## src/hdl/ffa_pkg.sv

```systemverilog
`timescale 1ns / 1ps

package ffa_pkg;

    typedef enum logic [1:0] {
        S_IDLE,
        S_SCAN,
        S_SWA,
        S_SWB
    } t_state;

    localparam logic       CMD_ALLOC = 1'b0;
    localparam logic       CMD_SWEEP = 1'b1;

    localparam logic [1:0] ST_OK     = 2'd0;
    localparam logic [1:0] ST_NOFIT  = 2'd1;
    localparam logic [1:0] ST_FULL   = 2'd2;

    localparam int         START_W   = 16;
    localparam int         LEN_W     = 17;
    localparam int         SEG_W     = START_W + LEN_W;

    localparam logic [LEN_W-1:0] HEAP_MAX = 17'd65536;

endpackage

```

## src/hdl/ffa_ram.sv

```systemverilog
`timescale 1ns / 1ps

module ffa_ram #(
    parameter int WIDTH = 33,
    parameter int DEPTH = 16
) (
    input  logic                     i_clk,
    input  logic                     i_we,
    input  logic [$clog2(DEPTH)-1:0] i_waddr,
    input  logic [WIDTH-1:0]         i_wdata,
    input  logic [$clog2(DEPTH)-1:0] i_raddr,
    output logic [WIDTH-1:0]         o_rdata
);

    logic [WIDTH-1:0] r_mem [DEPTH];
    logic [WIDTH-1:0] r_rdata;

    always_ff @(posedge i_clk) begin
        if (i_we) begin
            r_mem[i_waddr] <= i_wdata;
        end
        r_rdata <= r_mem[i_raddr];
    end

    assign o_rdata = r_rdata;

endmodule

```

## src/hdl/first_fit_allocator_with_sweep_top.sv

```systemverilog
`timescale 1ns / 1ps

// First-fit heap allocator with a sweep that rebuilds its free-segment table. Raise start
// with a word while busy is low; exactly one result word follows, shown for one cycle with
// o_done high, and the receiver cannot stall it. An allocation reads the segment memory
// one entry per cycle, newest slot first, and stops at the first fitting segment or after
// the oldest slot with no fit. A sweep word passes through S_SWA, which records a segment
// when a live word ends a free run, then with last set S_SWB, writing the last run to the
// segment memory. busy stays high until the result is registered, so words are handled one
// at a time; the next word can be accepted at the edge that ends the o_done cycle.
// heap_bytes is written through the configuration channel, which is always ready; write it
// only while the block is idle.
module first_fit_allocator_with_sweep_top #(
    parameter int TABLE_DEPTH  = 16,
    parameter int HEADER_BYTES = 8
) (
    input  logic        i_clk,
    input  logic        i_rst_n,
    input  logic        start,
    output logic        busy,
    input  logic        i_cmd,
    input  logic [16:0] i_object_size,
    input  logic        i_marked,
    input  logic        i_last,
    output logic        o_done,
    output logic [1:0]  o_status,
    output logic [15:0] o_address,
    output logic [16:0] o_freed_total,
    input  logic        i_cfg_valid,
    output logic        o_cfg_ready,
    input  logic [16:0] i_cfg_data
);

    import ffa_pkg::*;

    localparam int AW = $clog2(TABLE_DEPTH);
    localparam int SW = $clog2(TABLE_DEPTH + 1);
    localparam logic [LEN_W:0] HDR = (LEN_W + 1)'(HEADER_BYTES);

    t_state                r_state, n_state;
    logic [LEN_W-1:0]      r_heap_bytes;
    logic [TABLE_DEPTH-1:0] r_valid, n_valid;
    logic [SW-1:0]         r_slot, n_slot;
    logic [LEN_W-1:0]      r_walk, n_walk;
    logic [LEN_W-1:0]      r_pend, n_pend;
    logic [LEN_W-1:0]      r_recl, n_recl;
    logic                  r_sweep_busy, n_sweep_busy;
    logic [AW-1:0]         r_idx, n_idx;
    logic [LEN_W-1:0]      r_size, n_size;
    logic                  r_marked, n_marked;
    logic                  r_last, n_last;
    logic [1:0]            r_sw_status, n_sw_status;

    logic                  r_done, n_done;
    logic [1:0]            r_status, n_status;
    logic [START_W-1:0]    r_address, n_address;
    logic [LEN_W-1:0]      r_freed, n_freed;

    logic                  we;
    logic [AW-1:0]         waddr;
    logic [SEG_W-1:0]      wdata;
    logic [AW-1:0]         raddr;
    logic [SEG_W-1:0]      rdata;

    logic [START_W-1:0]    seg_start;
    logic [LEN_W-1:0]      seg_len;
    logic [LEN_W-1:0]      heap;

    logic [LEN_W-1:0]      walk0, pend0, recl0, whole, room, rest, fin_len;
    logic [SW-1:0]         slot0;
    logic [LEN_W:0]        whole_raw, recl_sum;
    logic                  in_heap;
    logic                  accept;

    assign accept      = start && !busy;
    assign busy        = (r_state != S_IDLE);
    assign o_cfg_ready = 1'b1;

    assign seg_start = rdata[SEG_W-1:LEN_W];
    assign seg_len   = rdata[LEN_W-1:0];
    assign heap      = (r_heap_bytes > HEAP_MAX) ? HEAP_MAX : r_heap_bytes;

    assign raddr = (r_state == S_IDLE) ? AW'(TABLE_DEPTH - 1) : r_idx - 1'b1;

    ffa_ram #(
        .WIDTH (SEG_W),
        .DEPTH (TABLE_DEPTH)
    ) u_seg_ram (
        .i_clk   (i_clk),
        .i_we    (we),
        .i_waddr (waddr),
        .i_wdata (wdata),
        .i_raddr (raddr),
        .o_rdata (rdata)
    );

    // header step operands, taken from zero on the first word of a sweep
    always_comb begin
        walk0 = r_sweep_busy ? r_walk : '0;
        pend0 = r_sweep_busy ? r_pend : '0;
        recl0 = r_sweep_busy ? r_recl : '0;
        slot0 = r_sweep_busy ? r_slot : '0;
        in_heap   = (({1'b0, walk0} + HDR) < {1'b0, heap});
        whole_raw = {1'b0, r_size} + HDR;
        room      = heap - walk0;
        whole     = (whole_raw > {1'b0, room}) ? room : whole_raw[LEN_W-1:0];
        rest      = (r_walk < heap) ? heap - r_walk : '0;
        fin_len   = r_pend + rest;
        recl_sum  = {1'b0, r_recl} + {1'b0, r_pend};
    end

    always_comb begin
        n_state      = r_state;
        n_valid      = r_valid;
        n_slot       = r_slot;
        n_walk       = r_walk;
        n_pend       = r_pend;
        n_recl       = r_recl;
        n_sweep_busy = r_sweep_busy;
        n_idx        = r_idx;
        n_size       = r_size;
        n_marked     = r_marked;
        n_last       = r_last;
        n_sw_status  = r_sw_status;
        n_done       = 1'b0;
        n_status     = r_status;
        n_address    = r_address;
        n_freed      = r_freed;
        we           = 1'b0;
        waddr        = r_idx;
        wdata        = '0;
        case (r_state)
            S_IDLE: begin
                if (accept) begin
                    n_size      = i_object_size;
                    n_marked    = i_marked;
                    n_last      = i_last;
                    n_idx       = AW'(TABLE_DEPTH - 1);
                    n_sw_status = ST_OK;
                    n_state     = (i_cmd == CMD_ALLOC) ? S_SCAN : S_SWA;
                end
            end
            S_SCAN: begin
                n_idx = r_idx - 1'b1;
                if (r_valid[r_idx] && (seg_len == r_size)) begin
                    n_valid[r_idx] = 1'b0;
                    n_done    = 1'b1;
                    n_status  = ST_OK;
                    n_address = seg_start;
                    n_freed   = '0;
                    n_state   = S_IDLE;
                end else if (r_valid[r_idx] && (seg_len > r_size)) begin
                    we        = 1'b1;
                    waddr     = r_idx;
                    wdata     = {seg_start + r_size[START_W-1:0], seg_len - r_size};
                    n_done    = 1'b1;
                    n_status  = ST_OK;
                    n_address = seg_start;
                    n_freed   = '0;
                    n_state   = S_IDLE;
                end else if (r_idx == '0) begin
                    n_done    = 1'b1;
                    n_status  = ST_NOFIT;
                    n_address = '0;
                    n_freed   = '0;
                    n_state   = S_IDLE;
                end
            end
            S_SWA: begin
                if (!r_sweep_busy) begin
                    n_valid = '0;
                end
                n_sweep_busy = 1'b1;
                n_walk = walk0;
                n_pend = pend0;
                n_recl = recl0;
                n_slot = slot0;
                if (in_heap) begin
                    n_walk = walk0 + whole;
                    if (!r_marked) begin
                        n_pend = pend0 + whole;
                    end else begin
                        n_pend = '0;
                        n_recl = recl0 + pend0;
                        if (pend0 != '0) begin
                            if (slot0 < SW'(TABLE_DEPTH)) begin
                                we     = 1'b1;
                                waddr  = slot0[AW-1:0];
                                wdata  = {walk0[START_W-1:0] - pend0[START_W-1:0], pend0};
                                n_valid[slot0[AW-1:0]] = 1'b1;
                                n_slot = slot0 + 1'b1;
                            end else begin
                                n_sw_status = ST_FULL;
                            end
                        end
                    end
                end
                if (r_last) begin
                    n_state = S_SWB;
                end else begin
                    n_done    = 1'b1;
                    n_status  = n_sw_status;
                    n_address = '0;
                    n_freed   = '0;
                    n_state   = S_IDLE;
                end
            end
            S_SWB: begin
                n_status = r_sw_status;
                if (fin_len != '0) begin
                    if (r_slot < SW'(TABLE_DEPTH)) begin
                        we     = 1'b1;
                        waddr  = r_slot[AW-1:0];
                        wdata  = {r_walk[START_W-1:0] - r_pend[START_W-1:0], fin_len};
                        n_valid[r_slot[AW-1:0]] = 1'b1;
                        n_slot = r_slot + 1'b1;
                    end else begin
                        n_status = ST_FULL;
                    end
                end
                n_recl       = (recl_sum > {1'b0, HEAP_MAX}) ? HEAP_MAX
                                                              : recl_sum[LEN_W-1:0];
                n_pend       = '0;
                n_sweep_busy = 1'b0;
                n_done       = 1'b1;
                n_address    = '0;
                n_freed      = n_recl;
                n_state      = S_IDLE;
            end
            default: begin
                n_state = S_IDLE;
            end
        endcase
    end

    always_ff @(posedge i_clk) begin
        if (!i_rst_n) begin
            r_state      <= S_IDLE;
            r_heap_bytes <= HEAP_MAX;
            r_valid      <= '0;
            r_slot       <= '0;
            r_walk       <= '0;
            r_pend       <= '0;
            r_recl       <= '0;
            r_sweep_busy <= 1'b0;
            r_done       <= 1'b0;
        end else begin
            r_state      <= n_state;
            if (i_cfg_valid && o_cfg_ready) begin
                r_heap_bytes <= i_cfg_data;
            end
            r_valid      <= n_valid;
            r_slot       <= n_slot;
            r_walk       <= n_walk;
            r_pend       <= n_pend;
            r_recl       <= n_recl;
            r_sweep_busy <= n_sweep_busy;
            r_done       <= n_done;
        end
    end

    always_ff @(posedge i_clk) begin
        r_idx       <= n_idx;
        r_size      <= n_size;
        r_marked    <= n_marked;
        r_last      <= n_last;
        r_sw_status <= n_sw_status;
        r_status    <= n_status;
        r_address   <= n_address;
        r_freed     <= n_freed;
    end

    assign o_done        = r_done;
    assign o_status      = r_status;
    assign o_address     = r_address;
    assign o_freed_total = r_freed;

`ifndef SYNTHESIS
    a_done_after_busy: assert property (@(posedge i_clk) disable iff (!i_rst_n)
        o_done |-> $past(busy))
        else $error("result word without an item in flight");

    a_accept_busy: assert property (@(posedge i_clk) disable iff (!i_rst_n)
        accept |=> busy)
        else $error("accepted word did not raise busy");

    a_slot_bound: assert property (@(posedge i_clk) disable iff (!i_rst_n)
        r_slot <= SW'(TABLE_DEPTH))
        else $error("segment slot counter past table depth");

    a_full_no_addr: assert property (@(posedge i_clk) disable iff (!i_rst_n)
        (o_done && (o_status != ST_OK)) |-> (o_address == '0))
        else $error("failed word carries an address");

    a_freed_sweep_only: assert property (@(posedge i_clk) disable iff (!i_rst_n)
        (o_done && (o_freed_total != '0)) |-> $past(r_state == S_SWB))
        else $error("freed total outside a last sweep word");
`endif

endmodule

```

## config.mk

```make
export PLATFORM = sky130hd
export DESIGN_NAME = first_fit_allocator_with_sweep_top
export DESIGN_NICKNAME = d
export VERILOG_FILES = /design/src/hdl/ffa_pkg.sv /design/src/hdl/ffa_ram.sv /design/src/hdl/first_fit_allocator_with_sweep_top.sv
export SDC_FILE = /design/constraint.sdc
export NUM_CORES = 2
export LEC_CHECK = 0
export BUFFER_PORTS_ARGS = -buffer_cell sky130_fd_sc_hd__buf_2
export CORE_MARGIN = 2
export CORE_UTILIZATION = 24
export DETAILED_ROUTE_END_ITERATION = 8
export PLACE_DENSITY = 0.43
export SKIP_CTS_REPAIR_TIMING = 1
export SYNTH_ARGS = -nofsm -noshare
export SYNTH_HDL_FRONTEND = slang
export SYNTH_SLANG_ARGS = --single-unit
```

## constraint.sdc

```tcl
create_clock -name i_clk -period 18.92 [get_ports i_clk]
set_clock_uncertainty 0.2 [all_clocks]
set_input_delay 3.784 -clock i_clk [delete_from_list [all_inputs] [get_ports i_clk]]
set_output_delay 3.784 -clock i_clk [all_outputs]
set_load 0.02 [all_outputs]
```

Yosys cells after proc, flatten, opt, wreduce, memory -nomap -nowiden
Memory sizes are Yosys's and may differ from the RTL's. A register that Yosys moved wholly into a read port is not among the register bits.
Cells that the tools add are included.
{"block": "word_totals", "wordCells": 191, "output_inout_bits": 38, "ram_bits": 528, "inputBits": 41, "ff_bits": 153, "n_memories": 1}
{"block": "classes", "n_bitwise": 4, "add_sub_neg": 16, "muxes": 106, "eq_ne": 10, "reduce_logical": 23, "magnitude_cmp": 14}
{"name": "u_seg_ram.r_mem", "depth": 16, "width": 33, "read_ports": 1, "rd_clocked_by_memory_dff": 1, "write_ports": 1, "line": "ffa_ram.sv:15", "text": "logic [WIDTH-1:0] r_mem [DEPTH];"}
{"operator": "two-way mux 17 bit", "count": 16}
{"operator": "two-way mux 33 bit", "count": 8}
{"operator": "two-way mux 16 bit", "count": 13}
{"operator": "one-hot mux 33 bit (3 select lines)", "count": 1}
{"operator": "one-hot mux 16 bit (3 select lines)", "count": 2}
{"operator": "adder 17 bit", "count": 4}
{"operator": "one-hot mux 17 bit (2 select lines)", "count": 2}
{"operator": "one-hot mux 17 bit (3 select lines)", "count": 1}
{"operator": "subtractor 17 bit", "count": 3}
{"operator": "adder 17 x 4 -> 18 bit (second input constant)", "count": 2}
{"operator": "two-way mux 5 bit", "count": 7}
{"operator": "two-way mux 2 bit", "count": 17}
{"operator": "nonzero test 17 bit", "count": 2}
{"operator": "two-way mux 4 bit", "count": 8}
{"operator": "OR 16 bit", "count": 2}
{"operator": "subtractor 16 bit", "count": 2}
{"operator": "adder 17 x 17 -> 18 bit", "count": 1}
{"operator": "greater-than comparator 18 x 17 -> 1 bit", "count": 1}
{"operator": "greater-than comparator 18 x 17 -> 1 bit (second input constant)", "count": 1}
{"operator": "< comparator 18 x 17 -> 1 bit", "count": 1}
{"operator": "two-way mux 1 bit", "count": 18}
{"operator": "equality test 17 bit", "count": 1}
{"operator": "greater-than comparator 17 bit", "count": 1}
{"operator": "greater-than comparator 17 bit (second input constant)", "count": 1}
{"operator": "31 further kinds", "count": 58}

Depth between registers and ports, before layout
{"block": "depth", "depth_word": 11, "ltp_mapped": 42, "depth_no_buf": 36}

Hierarchy
Synthesis repeated with hierarchy kept, for this count alone.
{"block": "unflattened", "hier_cells": 3037, "hier_area_um2": 37843.8}
{"module": "ffa_ram", "cells_each": 864, "n_inst": 1, "seq_area_each_um2": 16515.8, "area_per_inst_um2": 20631.0}
{"module": "first_fit_allocator_with_sweep_top", "cells_each": 2173, "n_inst": 1, "seq_area_each_um2": 3663.5, "area_per_inst_um2": 17212.8}

Worst setup path after synthesis
No wires, ideal clock.
{"block": "synth_path", "kind": "flip-flop to flip-flop", "from": "register r_sweep_busy", "to": "register r_walk[16]", "period_less_slack_ps": 8065, "path_buffers": 6, "path_slack_ps": 10855, "t_arrival_ps": 7749, "setup_time_ps": 116, "stages_incl_launch_ff": 42, "t_required_ps": 18604, "path_cell_list": "dfxtp_1 > buf_4 > clkbuf_1 > clkbuf_1 > clkbuf_1 > clkbuf_1 > nand2_1 > inv_1 > ha_1 > inv_1 > fa_1 > a211o_1 > nand3_1 > a2111oi_0 > nor3_1 > or3_1 > nor2b_1 > o21ai_0 > (+6 left out) > or2_0 > clkbuf_1 > nor2_1 > a21oi_1 > ha_1 > inv_1 > fa_1 > nand2b_1 > a21oi_1 > o211ai_1 > nand2_1 > a41oi_1 > a21oi_1 > a31oi_1 > o21ai_0 > xor2_1 > a211oi_1 > a41o_1"}
{"block": "synth_via", "elab_chain_len": 6, "elab_cells_between_ends": 8, "cone_classes": "add/sub: 3; order compare: 2; mux: 3"}
{"item": "start: declaration", "line": "first_fit_allocator_with_sweep_top.sv:47", "text": "logic r_sweep_busy, n_sweep_busy;"}
{"item": "start signal: assignment", "line": "first_fit_allocator_with_sweep_top.sv:257", "text": "r_sweep_busy <= n_sweep_busy;"}
{"item": "two-way mux 17 bit *", "line": "first_fit_allocator_with_sweep_top.sv:99", "text": "walk0 = r_sweep_busy ? r_walk : '0;"}
{"item": "subtractor 17 bit", "line": "first_fit_allocator_with_sweep_top.sv:105", "text": "room = heap - walk0;"}
{"item": "greater-than comparator 18 x 17 -> 1 bit", "line": "first_fit_allocator_with_sweep_top.sv:106", "text": "whole = (whole_raw > {1'b0, room}) ? room : whole_raw[LEN_W-1:0];"}
{"item": "two-way mux 17 bit", "line": "first_fit_allocator_with_sweep_top.sv:106"}
{"item": "adder 17 bit", "line": "first_fit_allocator_with_sweep_top.sv:179", "text": "n_walk = walk0 + whole;"}
{"item": "two-way mux 17 bit *", "line": "first_fit_allocator_with_sweep_top.sv:178", "text": "if (in_heap) begin"}
{"item": "end signal: assignment", "line": "first_fit_allocator_with_sweep_top.sv:254", "text": "r_walk <= n_walk;"}
{"item": "end: declaration", "line": "first_fit_allocator_with_sweep_top.sv:44", "text": "logic [LEN_W-1:0] r_walk, n_walk;"}
Mark *: on every way between the ends. The rest lies on a longest branch, timed or not.
A chain may end at the register's enable or synchronous reset.

Worst setup path in the final report
{"block": "layout_path", "from": "register r_sweep_busy", "to": "register r_pend[16]"}
{"block": "layout_via", "elab_chain_len": 8, "elab_cells_between_ends": 11, "cone_classes": "add/sub: 3; order compare: 2; mux: 6"}
{"item": "two-way mux 17 bit", "line": "first_fit_allocator_with_sweep_top.sv:99"}
{"item": "subtractor 17 bit", "line": "first_fit_allocator_with_sweep_top.sv:105"}
{"item": "greater-than comparator 18 x 17 -> 1 bit", "line": "first_fit_allocator_with_sweep_top.sv:106"}
{"item": "two-way mux 17 bit", "line": "first_fit_allocator_with_sweep_top.sv:106"}
{"item": "adder 17 bit", "line": "first_fit_allocator_with_sweep_top.sv:181", "text": "n_pend = pend0 + whole;"}
{"item": "two-way mux 17 bit", "line": "first_fit_allocator_with_sweep_top.sv:180", "text": "if (!r_marked) begin"}
{"item": "two-way mux 17 bit *", "line": "first_fit_allocator_with_sweep_top.sv:178"}
{"item": "one-hot mux 17 bit (2 select lines) *", "line": "first_fit_allocator_with_sweep_top.sv:132", "text": "case (r_state)"}
{"item": "end signal: assignment", "line": "first_fit_allocator_with_sweep_top.sv:255", "text": "r_pend <= n_pend;"}
{"item": "end: declaration", "line": "first_fit_allocator_with_sweep_top.sv:45", "text": "logic [LEN_W-1:0] r_pend, n_pend;"}
Marked as above.

==> results by group <==
GRT
  – Largest net degree at the start of global routing: 121
  – Initial antenna violation count: 0
  – First-pass GRT wire length: 191.7 mm
  – GRT Util Overall: 0.1589
  – Number of global-route vias before repair: 26.98k
  – Gr ovfl total: 0

Timing
  – Final Hold Fails: 0
  – Final period util: 0.4708
  – Final TNS setup: 0 ns
  – RSZ-0062 raised after global routing: no
  – Fmax: 112.3 MHz
  – Fin crit period: 8.908 ns
  – Worst-Margin Slew: 1.285 ns
  – Relative slew margins: 0.1355
  – Final Max Tran Viols: 0
  – Final Setup Violations: 0
  – Hold slack: 0.2746 ns

Drt
  – Via count: 27.77k
  – DR vias/cell: 4.808
  – DR iter-0 viols: 1920
  – Per-cell routed wire length: 22.88 um
  – Final ANT Viol Nets: 0
  – # DRC: 0
  – First-pass DRT Iterations: 5
  – Wirelength, routed: 132.1 mm

Synthesis
  – Yosys cell types: 96
  – Largest cells by area after synthesis: edfxtp_1, ha_1, dfxtp_1
  – Syn Inst Count: 3460
  – Leading area contributor after synthesis: edfxtp_1
  – Top FF cell, synth: edfxtp_1
  – Number of synthesized flops with an enable pin: 588
  – Post-synthesis net count: 3738
  – Post-synthesis async set-or-reset flop share: 0
  – Yosys reg bits: 714
  – Synth Area per Inst: 11.21 um^2
  – Cell Area, Synth: 38790 um^2
  – Ys Warns: 0
  – Share of the synthesized area in the top cell type: 0.4552
  – Seq/Total Area, Yosys: 0.5202

Die
  – IO Pins: 79
  – Die area: 164900 um^2
  – FP Rows: 147
  – Die X: 406.0 um
  – Overall die height: 406.0 um
  – Core Region: 160600 um^2
  – Initial core utilization: 0.2416

Critical path
  – CP arrival: 9.28 ns
  – Delay-heaviest family, CP: compound AO/OA/AOI/OAI gates
  – CP peak stage delay: 0.85 ns
  – Crit path required time: 19.29 ns
  – Worst Setup Start Kind: flip-flop
  – Buf/Inv on CP: 2
  – CP Max Fanout: 35
  – Crit path kind: flip-flop to flip-flop
  – CP endpoint kind: flip-flop
  – CP max stage cell: dfxtp_2

Layout
  – Share of layout cells above drive strength 1: 0.1087
  – Antenna diodes: 0
  – Register area: 20180 um^2
  – Area delta synth->final: 15.63%
  – Most common cell after layout, fill and taps aside: edfxtp_1
  – Core Util, Final: 0.2793
  – Fin nets: 3824
  – Highest-count cells in the layout ignoring fill and taps: edfxtp_1, nand2_1, ha_1
  – # fillers: 16.68k
  – Post-Layout Cell Count: 5776
  – Multi-input logic area: 17540 um^2

Power and ir drop
  – Gate power share: 0.187
  – Final Total Pwr: 0.004162 W
  – Sw Pwr: 0.001235 W
  – Pwr per Cell Area: 92.80 nW/um^2
  – Switching part of the total: 0.2967
  – Leakage: 16.07 nW
  – Clock power frac: 0.391
  – Peak supply drop: 0.06624 mV
  – Sequential share of power: 0.421
  – Internal Pwr Total: 0.002928 W

Clock network
  – Clk buf depth: 3
  – TritonCTS Buffers: 83
  – H-tree depth: 3
  – CTS tree: yes
  – CTS sink count: 714
  – CTS clock-pin slew for the worst setup and hold paths: 0.06 ns
  – CTS root buf: clkbuf_16
  – Clk_lat worst skew: 0.71 ns

Place
  – PortBufs: 77
  – DP Cell Count: 5621
  – Routability cong.: 0.9098
  – Final HPWL DP: 89.57 mm

Job
  – Max cap viols: 0

Min path
  – Hold WC Path Type: flip-flop to flip-flop

Status
  – Outcome: completed
==> registers in the layout, indices dropped and copies added (netlist names), 2 cells and up <==
signal	count
o_address	16
o_freed_total	17
o_status	2
r_heap_bytes	17
r_idx	4
r_pend	17
r_recl	17
r_size	17
r_slot	5
r_state	2
r_sw_status	2
r_valid	16
r_walk	17
u_seg_ram.o_rdata	33
u_seg_ram.r_mem	528
==> cells in the mapped netlist (38+ instances only) <==
| cell type | count |
|---|---|
| edfxtp_1 | 588 |
| nand2_1 | 335 |
| ha_1 | 226 |
| nor2_1 | 218 |
| a21oi_1 | 180 |
| inv_1 | 175 |
| mux2i_1 | 156 |
| clkbuf_1 | 128 |
| dfxtp_1 | 126 |
| o21ai_0 | 126 |
| a211oi_1 | 117 |
| nor2b_1 | 109 |
| xnor2_1 | 97 |
| xor2_1 | 64 |
| a31oi_1 | 63 |
| nand3_1 | 59 |
| a21o_1 | 55 |
| and3_1 | 45 |
| nor3_1 | 44 |
| a22oi_1 | 41 |
| o21a_1 | 40 |
| a311oi_1 | 39 |
| mux4_2 | 38 |
==> power by group through the flow <==
stage          Combinational [W]  Sequential (W)  Clock [W]
2_1_floorplan           0.000536         0.00176          0
3_3_place_gp            0.000778         0.00179          0
3_5_place_dp            0.000773         0.00179          0
4_1_cts                 0.000778         0.00175    0.00168
5_1_grt                 0.000853         0.00175    0.00173
6_report                0.000780         0.00175    0.00163
==> final cells by class <==
cell class	instances	share of cell area
clock buffers	113	0.05108
clock inverters	42	0.01043
inverters	178	0.01490
multi-input cells	2411	0.3910
flip-flops and latches	714	0.4499
well taps	2160	0.06025
repair buffers	158	0.02243
==> per-stage QoR <==
stage                     worst slack [ns]  cell area, um^2
after floorplan                      10.86            38790
after global placement               10.24            42100
after detailed placement             10.20            42100
after CTS                            10.16            44850
after global routing                 9.247            44850
final                                10.01            44850
==> worst register-to-register path: cells and delay by family, from the launching register on <==
| family | cells | cell delay, ns |
|---|---|---|
| muxes | 1 | 0.40 |
| DFF | 1 | 0.85 |
| buffers and inverters | 2 | 0.58 |
| xor gates and xnor gates | 2 | 0.47 |
| and+or+nand+nor | 6 | 1.38 |
| AOI/OAI and AO/OA | 18 | 4.00 |
| adders and majority gates | 3 | 0.93 |
==> cells by family (layout without fill, tap and decap cells) <==
family                   count (synthesis)  in the layout  synth area share
AND/OR/NAND/NOR                        966            966            0.1187
AO/OA/AOI/OAI                          848            848            0.1491
flip-flops                             714            714            0.5202
buffers and inverters                  335            491           0.03335
adder cells (fa/ha/maj)                237            237           0.07858
multiplexers                           197            197           0.06319
XOR/XNOR                               162            162           0.03677
other                                    1              1        0.00009668
==> metal layers <==
metal | wire, um | GRT usage | vias to the layer above
met3 | 5261 | 0.02004 | 157
met4 | 3264 | 0.04291 | 0
li1 | - | - | 13170
met1 | 64530 | 0.2277 | 13820
met2 | 59090 | 0.2508 | 623
met5 | 0 | 0 | -
==> path summary, 6_finish.rpt <==
kind                start     endpoint  slack [ns]  cells past startpoint
max          r_sweep_busy   r_pend[16]       10.01                     32
min reg2reg   r_valid[12]  r_valid[12]        0.27                      2
max reg2reg  r_sweep_busy   r_pend[16]       10.01                     32
min           r_valid[12]  r_valid[12]        0.27                      2
No activity file was read; power rests on OpenSTA's default activity.
